## src/hw/rtl/aisa_pkg.sv

```systemverilog
// Shared types and constants for the accumulator instruction-set core.
`default_nettype none

package aisa_pkg;

    localparam int DATA_W = 32;
    localparam int ADDR_W = 12;

    // Item kinds.
    localparam logic [1:0] KIND_WRITE = 2'd0;
    localparam logic [1:0] KIND_EXEC  = 2'd1;
    localparam logic [1:0] KIND_READ  = 2'd2;

    // Status codes.
    localparam logic [2:0] ST_OK      = 3'd0;
    localparam logic [2:0] ST_HALT    = 3'd1;
    localparam logic [2:0] ST_STOPPED = 3'd2;
    localparam logic [2:0] ST_BADOP   = 3'd3;
    localparam logic [2:0] ST_BADPC   = 3'd4;
    localparam logic [2:0] ST_BADADDR = 3'd5;

    // Opcodes.
    localparam logic [7:0] OP_LDC  = 8'd0;
    localparam logic [7:0] OP_ADC  = 8'd1;
    localparam logic [7:0] OP_LDL  = 8'd2;
    localparam logic [7:0] OP_STL  = 8'd3;
    localparam logic [7:0] OP_LDNL = 8'd4;
    localparam logic [7:0] OP_STNL = 8'd5;
    localparam logic [7:0] OP_ADD  = 8'd6;
    localparam logic [7:0] OP_SUB  = 8'd7;
    localparam logic [7:0] OP_SHL  = 8'd8;
    localparam logic [7:0] OP_SHR  = 8'd9;
    localparam logic [7:0] OP_ADJ  = 8'd10;
    localparam logic [7:0] OP_A2SP = 8'd11;
    localparam logic [7:0] OP_SP2A = 8'd12;
    localparam logic [7:0] OP_CALL = 8'd13;
    localparam logic [7:0] OP_RET  = 8'd14;
    localparam logic [7:0] OP_BRZ  = 8'd15;
    localparam logic [7:0] OP_BRLZ = 8'd16;
    localparam logic [7:0] OP_BR   = 8'd17;
    localparam logic [7:0] OP_HALT = 8'd18;

    typedef struct packed {
        logic [1:0]        kind;
        logic [ADDR_W-1:0] address;
        logic [DATA_W-1:0] data_word;
    } item_t;

    typedef struct packed {
        logic signed [DATA_W-1:0] program_counter;
        logic signed [DATA_W-1:0] accumulator;
        logic signed [DATA_W-1:0] second_register;
        logic signed [DATA_W-1:0] stack_pointer;
        logic [DATA_W-1:0]        read_data;
        logic [7:0]               executed_opcode;
        logic [2:0]               status;
    } result_t;

    typedef struct packed {
        logic [DATA_W-1:0] pc;
        logic [DATA_W-1:0] a;
        logic [DATA_W-1:0] b;
        logic [DATA_W-1:0] sp;
    } arch_t;

    // Commands from the sequencer to the execute unit.
    typedef struct packed {
        logic commit_exec;
        logic commit_load;
        logic stop_pc;
    } exec_ctl_t;

    // Decode and status information back to the sequencer.
    typedef struct packed {
        logic              running;
        logic              pc_ok;
        logic              is_load;
        logic              is_store;
        logic              ea_ok;
        logic [DATA_W-1:0] ea;
        logic [7:0]        opcode;
        logic [DATA_W-1:0] store_data;
        logic [2:0]        status;
    } exec_info_t;

endpackage

`default_nettype wire

```

## src/hw/rtl/aisa_exec.sv

```systemverilog
// Architectural registers and the instruction execute logic.
`default_nettype none

module aisa_exec #(
    parameter int MEM_WORDS = 4096
) (
    input  wire logic                          clk,
    input  wire logic                          rst_n,
    input  wire aisa_pkg::exec_ctl_t           ctl,
    input  wire logic [aisa_pkg::DATA_W-1:0]   instr,
    input  wire logic [aisa_pkg::DATA_W-1:0]   mem_word,
    output aisa_pkg::arch_t                    arch_next,
    output aisa_pkg::exec_info_t               info
);

    localparam logic [aisa_pkg::DATA_W-1:0] MemLimit = aisa_pkg::DATA_W'(MEM_WORDS);

    aisa_pkg::arch_t             arch_reg;
    logic                        run_reg;
    logic                        run_next;
    logic [2:0]                  status_next;

    logic [7:0]                  op;
    logic [aisa_pkg::DATA_W-1:0] operand;
    logic [aisa_pkg::DATA_W-1:0] pc_inc;
    logic [aisa_pkg::DATA_W-1:0] target;
    logic [aisa_pkg::DATA_W-1:0] ea;
    logic                        ea_ok;
    logic                        is_load;
    logic                        is_store;

    aisa_pkg::arch_t             ex_arch;
    logic                        ex_run;
    logic [2:0]                  ex_status;

    assign op       = instr[7:0];
    assign operand  = {{8{instr[31]}}, instr[31:8]};
    assign pc_inc   = arch_reg.pc + 32'd1;
    assign target   = pc_inc + operand;
    assign ea       = ((op == aisa_pkg::OP_LDL || op == aisa_pkg::OP_STL) ?
                       arch_reg.sp : arch_reg.a) + operand;
    assign ea_ok    = ea < MemLimit;
    assign is_load  = (op == aisa_pkg::OP_LDL) || (op == aisa_pkg::OP_LDNL);
    assign is_store = (op == aisa_pkg::OP_STL) || (op == aisa_pkg::OP_STNL);

    // Outcome of an instruction that needs no loaded word.
    always_comb
    begin
        ex_arch    = arch_reg;
        ex_arch.pc = pc_inc;
        ex_run     = run_reg;
        ex_status  = aisa_pkg::ST_OK;
        unique case (op)
            aisa_pkg::OP_LDC:
            begin
                ex_arch.b = arch_reg.a;
                ex_arch.a = operand;
            end
            aisa_pkg::OP_ADC:  ex_arch.a = arch_reg.a + operand;
            aisa_pkg::OP_LDL, aisa_pkg::OP_LDNL:
            begin
                // Only reached here with an address outside memory.
                ex_arch   = arch_reg;
                ex_run    = 1'b0;
                ex_status = aisa_pkg::ST_BADADDR;
            end
            aisa_pkg::OP_STL:
            begin
                if (ea_ok)
                begin
                    ex_arch.a = arch_reg.b;
                end
                else
                begin
                    ex_arch   = arch_reg;
                    ex_run    = 1'b0;
                    ex_status = aisa_pkg::ST_BADADDR;
                end
            end
            aisa_pkg::OP_STNL:
            begin
                if (!ea_ok)
                begin
                    ex_arch   = arch_reg;
                    ex_run    = 1'b0;
                    ex_status = aisa_pkg::ST_BADADDR;
                end
            end
            aisa_pkg::OP_ADD:  ex_arch.a = arch_reg.b + arch_reg.a;
            aisa_pkg::OP_SUB:  ex_arch.a = arch_reg.b - arch_reg.a;
            aisa_pkg::OP_SHL:
                ex_arch.a = (|arch_reg.a[31:5]) ? '0 : (arch_reg.b << arch_reg.a[4:0]);
            aisa_pkg::OP_SHR:
                ex_arch.a = (|arch_reg.a[31:5]) ? '0 : (arch_reg.b >> arch_reg.a[4:0]);
            aisa_pkg::OP_ADJ:  ex_arch.sp = arch_reg.sp + operand;
            aisa_pkg::OP_A2SP:
            begin
                ex_arch.sp = arch_reg.a;
                ex_arch.a  = arch_reg.b;
            end
            aisa_pkg::OP_SP2A:
            begin
                ex_arch.b = arch_reg.a;
                ex_arch.a = arch_reg.sp;
            end
            aisa_pkg::OP_CALL:
            begin
                ex_arch.b  = arch_reg.a;
                ex_arch.a  = pc_inc;
                ex_arch.pc = target;
            end
            aisa_pkg::OP_RET:
            begin
                ex_arch.pc = arch_reg.a;
                ex_arch.a  = arch_reg.b;
            end
            aisa_pkg::OP_BRZ:
                ex_arch.pc = (arch_reg.a == '0) ? target : pc_inc;
            aisa_pkg::OP_BRLZ:
                ex_arch.pc = arch_reg.a[31] ? target : pc_inc;
            aisa_pkg::OP_BR:   ex_arch.pc = target;
            aisa_pkg::OP_HALT:
            begin
                ex_run    = 1'b0;
                ex_status = aisa_pkg::ST_HALT;
            end
            default:
            begin
                ex_arch   = arch_reg;
                ex_run    = 1'b0;
                ex_status = aisa_pkg::ST_BADOP;
            end
        endcase
    end

    always_comb
    begin
        arch_next   = arch_reg;
        run_next    = run_reg;
        status_next = aisa_pkg::ST_OK;
        priority if (ctl.stop_pc)
        begin
            run_next    = 1'b0;
            status_next = aisa_pkg::ST_BADPC;
        end
        else if (ctl.commit_load)
        begin
            if (op == aisa_pkg::OP_LDL)
            begin
                arch_next.b = arch_reg.a;
            end
            arch_next.a  = mem_word;
            arch_next.pc = pc_inc;
        end
        else if (ctl.commit_exec)
        begin
            arch_next   = ex_arch;
            run_next    = ex_run;
            status_next = ex_status;
        end
    end

    always_ff @(posedge clk or negedge rst_n)
    begin
        if (!rst_n)
        begin
            arch_reg <= '0;
            run_reg  <= 1'b1;
        end
        else
        begin
            arch_reg <= arch_next;
            run_reg  <= run_next;
        end
    end

    always_comb
    begin
        info.running    = run_reg;
        info.pc_ok      = arch_reg.pc < MemLimit;
        info.is_load    = is_load;
        info.is_store   = is_store;
        info.ea_ok      = ea_ok;
        info.ea         = ea;
        info.opcode     = op;
        info.store_data = (op == aisa_pkg::OP_STL) ? arch_reg.a : arch_reg.b;
        info.status     = status_next;
    end

endmodule

`default_nettype wire

```

## config.mk

```make
export PLATFORM = sky130hd
export DESIGN_NAME = aisa_exec
export DESIGN_NICKNAME = d
export VERILOG_FILES = /design/src/hw/rtl/aisa_pkg.sv /design/src/hw/rtl/aisa_exec.sv
export SDC_FILE = /design/constraint.sdc
export NUM_CORES = 1
export LEC_CHECK = 0
export BUFFER_PORTS_ARGS = -buffer_cell sky130_fd_sc_hd__buf_2
export CELL_PAD_IN_SITES_DETAIL_PLACEMENT = 0
export CELL_PAD_IN_SITES_GLOBAL_PLACEMENT = 2
export CORE_AREA = 2 2 239 289
export CTS_CLUSTER_DIAMETER = 60
export DETAILED_ROUTE_END_ITERATION = 10
export DIE_AREA = 0 0 241 291
export HOLD_SLACK_MARGIN = 0.03
export PLACE_DENSITY_LB_ADDON = 0.1
export SLEW_MARGIN = 40
export SYNTH_ARGS = -nofsm -noshare
export SYNTH_HDL_FRONTEND = slang
export SYNTH_SLANG_ARGS = --single-unit
```

## constraint.sdc

```tcl
create_clock -name clk -period 6.1 [get_ports clk]
set_clock_uncertainty 0.1 [all_clocks]
set_input_delay 0.61 -clock clk [delete_from_list [all_inputs] [get_ports clk]]
set_output_delay 0.61 -clock clk [all_outputs]
set_load 0.05 [all_outputs]
```

After elaboration in Yosys (flattened, before gate mapping). Index checks and enable logic that the tools add are counted.

Input port bits: 69. Word-level logic and storage cells: 80. Output and inout port bits: 208. Flip-flop bits (word level): 129.

Mux-type cells: 28. Add/sub/neg operators: 7. Order comparisons: 2. Shifts and indexed selects: 2. Eq/ne operators: 21. Reduce and logical (&&, ||, !) cells: 15.

Operators with widths (count): 128-bit two-way mux (3); 32-bit case mux with 11 select lines (1); 32-bit two-way mux (10); 32-bit case mux with 7 select lines (1); 32-bit adder (5); 96-bit two-way mux (1); 32-bit case mux with 3 select lines (1); 8-bit by 4-bit == test with 1-bit output (second input constant) (8); 32-bit by 13-bit less-than comparator with 1-bit output (second input constant) (2); 32-bit case mux with 2 select lines (1); 32-bit by 1-bit adder with 32-bit output (second input constant) (1); 8-bit by 3-bit == test with 1-bit output (second input constant) (4); 32-bit zero test (1); 32-bit by 5-bit left shift with 32-bit output (1); 32-bit by 5-bit right shift with 32-bit output (1); 32-bit subtractor (1); 27-bit OR reduction (1); 8-bit by 5-bit == test with 1-bit output (second input constant) (3); 8-bit by 2-bit == test with 1-bit output (second input constant) (2); 14-bit OR reduction (1); 3-bit two-way mux (4); 3-bit case mux with 4 select lines (1); 10-bit OR reduction (1); 8-bit by 1-bit == test with 1-bit output (second input constant) (1); 11 further kinds (19).

Longest topological paths before layout. Gate-level depths: netlist of run 1.

Depth after elaboration: 10. Depth in mapped cells: 25. Gate-level depth less buffers: 22.

Least setup slack after synthesis of run 1. No wires, ideal clock.

Path type: register to output. From: register arch_reg[64] (netlist bit). To: output arch_next[85] (netlist bit). Data arrival time: 6.939 ns. Data required time: 5.390 ns. Path slack: -1.549 ns. Path buffers: 7. Cell stages (with the launch flop): 25. Cells stage by stage: dfrtp_1 clkbuf_1 buf_1 clkbuf_1 clkbuf_1 mux2_2 ha_1 inv_1 fa_1 nand2b_1 a21o_1 a21o_1 o2111a_1 a211oi_1 a2111oi_2 nand4_1 or4_1 buf_2 or2_1 buf_6 clkinv_4 buf_8 mux2_1 nand2_1 a41oi_1.

RTL lines: from (decl) (line aisa_exec.sv:18) `aisa_pkg::arch_t arch_reg;`; from (signal assigned) (line aisa_exec.sv:172) `arch_reg <= arch_next;`; to (decl) (line aisa_exec.sv:12) `output aisa_pkg::arch_t arch_next,`.

==> run metrics, run 1 <==
status complete, but fails checks; failing checks negative setup slack; Syn Area/Cell 7.61 um^2; vias per cell 6.15; Synth Area in Adders 0.0978; Worst-path clk slew 60 ps; Row Count 105; HP Class register to register; GPL Wtd Cong 1.02; area of the multi-input gates 18600 um^2; simple-gate share of the synthesized area 0.182; Slowest cell on crit path or4_4; CP Launch Point instr[2]; Worst Max-Slew Pin Slew 938 ps; initial antenna violation count 5; share of cells above drive strength 1 0.335; worst-path maximum fanout 9; dpl cells 4207; Die H 291 um; clock tree sinks 129; Relative slew margins 0.375; Clock Path Buffers 2; crit path capture type output pin; CP delay by family, top simple AND/OR/NAND/NOR gates; area leader, netlist dfrtp_1; initial drt markers 2412; Tot Pwr 7.47 mW; instance count of the mapped netlist 2809; number of global-route vias before repair 26300; Final Hold Viols 0; Reg area 3240 um^2; Max Slew Vio Count 0; multiplexer share of the synthesized area 0.120; final non-filler cell total 4289; Final setup viols 66; number of synthesized flops with an enable pin 0; worst vdd ir 0.000238 V; crit start category primary input; Synth-to-Final Area Change 39.6%; Synth Flop Type dfrtp_1; worst skew pair latency 510 ps; Compound-Gate Fraction of Synth Area 0.316; CP required 5390 ps; area share of the largest cell type after synthesis 0.150; XOR/XNOR Fraction of Synth Area 0.0770; CP peak stage delay 520 ps; min Tclk post-route 6410 ps; setup ws final -306 ps; CTS buffer count 17; CORE AREA 67500 um^2; GRT Total Usage 0.359; #FFs+latches synth 129; reg2reg start arch_reg[73]$_DFF_PN0_; largest family of logic cells by synthesized area compound AO/OA/AOI/OAI gates; Seq/Total Area, Yosys 0.151; total number of vias 26400; period utilisation layout 1.05; mapped cell area 21400 um^2; First-pass DRT Iterations 7; Die Area 70100 um^2; port bufs 276; die width 241 um; Synth Net Count 3042; # nets final 3597; DP HPWL 103 mm; synth top area cells dfrtp_1, ha_1, nand2_1, a21oi_1, xnor2_1; CTS tree yes; global route total overflow 0; H-tree depth 4; CP Class primary input to output pin; first-pass GRT wire length 182 mm; Ports 277; pwr/cell area 251 nW/um^2; CP bufs+invs 6; final WL 129 mm; f_max 156 MHz; fraction of registers with async set/reset 1.00; drt drc 0; max reg flops 128; WP data arrival 5700 ps; MaxCap Viol Count 0; Hold Startpoint run_reg$_DFFE_PN1P_; largest net degree at the start of global routing 74; synth warn 0; count of cell types in the netlist 100; Initial Util 0.317; unrepaired setup endpoints after global routing true; clock root buffer clkbuf_16; Filler cells 6897; Final ANT Viol Nets 0; Avg WL per Cell 30.1 um; Pleak 13.3 nW; critical path cell sequence buf_8, nor4_4, and2_4, nand2_8, buf_4, mux2_2, ha_4, nand2_1, buf_4, nor3_1, or3_4, nor3_2, a21bo_4, xnor2_4, nand4bb_1, or4_4, or2_4, clkinv_8, buf_6, mux2_4, a221oi_4, a21oi_2, buf_6
cells in the mapped netlist (10+ instances only):
cell type	n
a211oi_1	37
a21boi_0	12
a21o_1	84
a21oi_1	212
a221o_1	29
a221oi_1	49
a222oi_1	11
a22oi_1	39
a31oi_1	33
and2_1	19
and3_1	22
buf_1	31
buf_2	10
buf_4	13
clkbuf_1	157
dfrtp_1	128
ha_1	159
inv_1	71
mux2_2	80
mux2i_1	101
mux4_2	25
nand2_1	294
nand2b_1	55
nand3_1	70
nand4_1	27
nor2_1	182
nor2b_1	19
nor3_1	53
nor4_1	25
o211ai_1	45
o21a_1	21
o21ai_0	208
o21ai_1	10
o21bai_1	14
o221a_2	14
o221ai_1	28
o22ai_1	41
o31ai_1	15
or2_2	10
or3_1	21
xnor2_1	120
xor2_1	68
power by group:
group / switching, mW / leakage (nW) / internal (mW) / total (mW)
combinational: 3.19 / 11.4 / 2.01 / 5.20
clock: 0.497 / 0.262 / 0.565 / 1.06
sequential: 0.257 / 1.62 / 0.951 / 1.21
path summary, 6_finish.rpt:
check                                               to  slack (ps)  cells after the start
worst max-delay path                     arch_next[92]        -310                     23
worst min-delay path               run_reg$_DFFE_PN1P_         360                      2
worst max register to register  arch_reg[89]$_DFF_PN0_        1080                     21
worst min register to register     run_reg$_DFFE_PN1P_         360                      2
max in group asynchronous       arch_reg[65]$_DFF_PN0_        4200                      3
min in group asynchronous        arch_reg[6]$_DFF_PN0_         510                      2
placed cells by master, fill, tap and decap left out, drive strengths merged, types with 54 or more instances in the layout:
cell type / netlist / routed
nand2: 294 / 296
a21o: 84 / 84
mux2: 88 / 88
nor2: 183 / 183
inv: 71 / 71
nor3: 54 / 54
xnor2: 120 / 120
nand3: 70 / 70
a21oi: 215 / 215
mux2i: 101 / 101
ha: 159 / 159
dfrtp: 128 / 128
nand2b: 55 / 55
buf: 59 / 748
o21ai: 219 / 219
xor2: 68 / 68
metrics by stage:
step	setup TNS (ps)	area, um^2	utilization	setup WS (ps)	hold WS, ps
4_1_cts	-10680	29100	0.431	-288	303
6_report	-11910	29800	0.442	-306	363
2_1_floorplan	0	22000	-	5.73	214
5_1_grt	-20810	29800	0.442	-441	349
3_3_place_gp	-39420	27400	0.406	-780	355
3_5_place_dp	-46270	27400	0.406	-857	360
worst min-delay path: cells and delay by family (launching register included):
family	cells	cell delay, ps
flip-flops	1	370
AO/OA/AOI/OAI	1	40
AND/OR/NAND/NOR	1	60
cell type report:
| type | count | area share |
|---|---|---|
| multi-input combinational | 2392 | 0.624 |
| sequential | 129 | 0.109 |
| clock inverter | 11 | 0.00306 |
| antenna | 3 | 0.000252 |
| tap | 909 | 0.0381 |
| inverter | 73 | 0.00960 |
| timing repair buffer | 750 | 0.201 |
| timing repair inverter | 1 | 0.000545 |
| clock buffer | 21 | 0.0151 |
what timing repair did:
action | in CTS | in global routing
hold buffers | 1 | 0
gates resized for setup | 222 | 114
buffers inserted | 21 | 28
hold endpoints to repair | 37 | 0
setup endpoints to repair | 67 | 67
cloned | 3 | 0
pin swaps | 49 | 53
logic make-up after synthesis:
logic type               count (synthesis)
XOR/XNOR                               188
buffers and inverters                  290
AO/OA/AOI/OAI                          999
multiplexers                           214
AND/OR/NAND/NOR                        825
flip-flops                             129
adder cells (fa/ha/maj)                164
per-layer routing:
layer / GRT usage / routed length [um]
met5: 0 / 10
met4: 0.183 / 7040
met3: 0.0596 / 9020
met2: 0.602 / 61800
met1: 0.440 / 51100
No activity file was read; power rests on OpenSTA's default activity.
==> inputs of run 2 (changes only) <==
SKIP_CTS_REPAIR_TIMING = 1   (was default)
==> run metrics, run 2 (synthesized netlist as in run 1, its figures left out) <==
Pleak 13.2 nW; placed inst area 27400 um^2; HP Class primary input to register; WP data arrival 5740 ps; first-pass GRT wire length 181 mm; sw frac 0.528; R2R Path End arch_reg[82]$_DFF_PN0_; R2R Setup Slk 1110 ps; crit path capture type output pin; number of global-route vias before repair 26000; Clk pwr share 0.142; f_max 155 MHz; First-pass DRT Iterations 6; Final ANT Viol Nets 0; worst vdd ir 0.000237 V; failing checks negative setup slack; Setup Total Neg Slack -12760 ps; Psw 3.93 mW; setup ws final -346 ps; MaxCap Viol Count 0; most frequent cells in the layout buf_4, nand2_1, buf_2; total number of vias 26300; Relative slew margins 0.413; Worst Max-Slew Pin Slew 880 ps; clock tree sinks 129; CP required 5390 ps; port bufs 276; Row Count 105; reg2reg start arch_reg[73]$_DFF_PN0_; CORE AREA 67500 um^2; end of the worst hold path arch_reg[69]$_DFF_PN0_; CTS tree yes; final non-filler cell total 4280; GPL Wtd Cong 1.02; Initial Util 0.317; Synth-to-Final Area Change 38.9%; Hold Path Stages 2; Final Hold Viols 0; met1 wire length 51.3 mm; Avg WL per Cell 30.1 um; clock root buffer clkbuf_16; Die H 291 um; post-layout util 0.440; final WL 129 mm; max reg flops 128; vias per cell 6.15; metal3 WL 8.82 mm; GRT Total Usage 0.355; drt drc 0; critical path cell sequence buf_8, nor4_4, and2_4, nand2_8, buf_6, mux2_4, ha_4, o211ai_1, o21ai_2, o211ai_1, buf_4, a211o_4, a21bo_4, xnor2_4, nand4bb_1, or4_4, or2_4, clkinv_8, mux2_2, a221oi_4, a21oi_2, buf_2; Crit path top cell by count o211ai_1; largest net degree at the start of global routing 74; Clock Path Buffers 2; Worst Reg-to-Reg Cells 19; Final setup viols 65; H-tree depth 4; Tot Pwr 7.44 mW; Gate power share 0.696; CTS buffer count 17; uppermost layer routed met5; # nets final 3589; initial drt markers 2454; Finished Cell Area 29700 um^2; Seq pwr share 0.162; Max Slew Vio Count 0; commonest non-fill, non-tap cell in the layout buf_4; worst-path maximum fanout 7; share of cells above drive strength 1 0.334; DP HPWL 103 mm; initial antenna violation count 6; crit start category primary input; period utilisation layout 1.06; unrepaired setup endpoints after global routing true; Worst-path clk slew 80 ps; CP Class primary input to output pin; die width 241 um; min Tclk post-route 6450 ps; global route total overflow 0; Hold Startpoint mem_word[5]; Die Area 70100 um^2; met2 WL 61.6 mm; CP peak stage delay 520 ps; dpl cells 4207; Slowest cell on crit path or4_4; Pint 3.51 mW; status complete, but fails checks; worst skew pair latency 520 ps; pwr/cell area 251 nW/um^2; Ports 277
==> run 2: how the worst max path moves through the flow <==
stage / from / to / slack (ps)
3_5_place_dp: instr[2] / arch_next[81] / -860
6_report: instr[3] / arch_next[92] / -350
5_1_grt: instr[3] / arch_next[92] / -480
4_1_cts: instr[2] / arch_next[81] / -880
3_3_place_gp: instr[2] / arch_next[67] / -780
2_1_floorplan: instr[3] / arch_next[92] / 6
==> run 2: cell type report <==
class / count / area (um^2)
repair buffers: 742 / 5900
diodes: 2 / 5.00
repair inverters: 1 / 11.3
well taps: 909 / 1140
flip-flops and latches: 129 / 3240
fillers: 6907 / 37800
inverters: 73 / 287
multi-input cells: 2392 / 18600
clock buffers: 21 / 450
clock inverters: 11 / 91.3
==> run 2: per-stage QoR <==
step / worst slack, ps / hold WS (ps)
finish: -346 / 357
global route: -485 / 342
CTS: -876 / -78.4
detailed placement: -857 / 360
global placement: -780 / 355
floorplan: 5.73 / 214
==> run 2: power by group through the flow <==
stage	logic, mW	registers, mW	clock network, mW
after CTS	4.87	1.18	1.08
after detailed placement	4.84	1.20	0
after global routing	5.46	1.21	1.11
after global placement	4.83	1.20	0
after floorplan	3.05	1.05	0
final	5.18	1.21	1.06
==> run 2: per-layer routing <==
metal | track usage | vias up
met5 | 0 | -
met4 | 0.172 | 4
met3 | 0.0651 | 314
met2 | 0.594 | 1223
met1 | 0.436 | 13000
li1 | - | 11700
==> run 2: worst max-delay path: cells and delay by family <==
family / cells / cell delay (ps)
xor+xnor: 1 / 140
mux: 2 / 670
compound gates: 7 / 1430
simple gates: 6 / 1820
fa+ha+maj: 1 / 300
buf+inv: 5 / 770
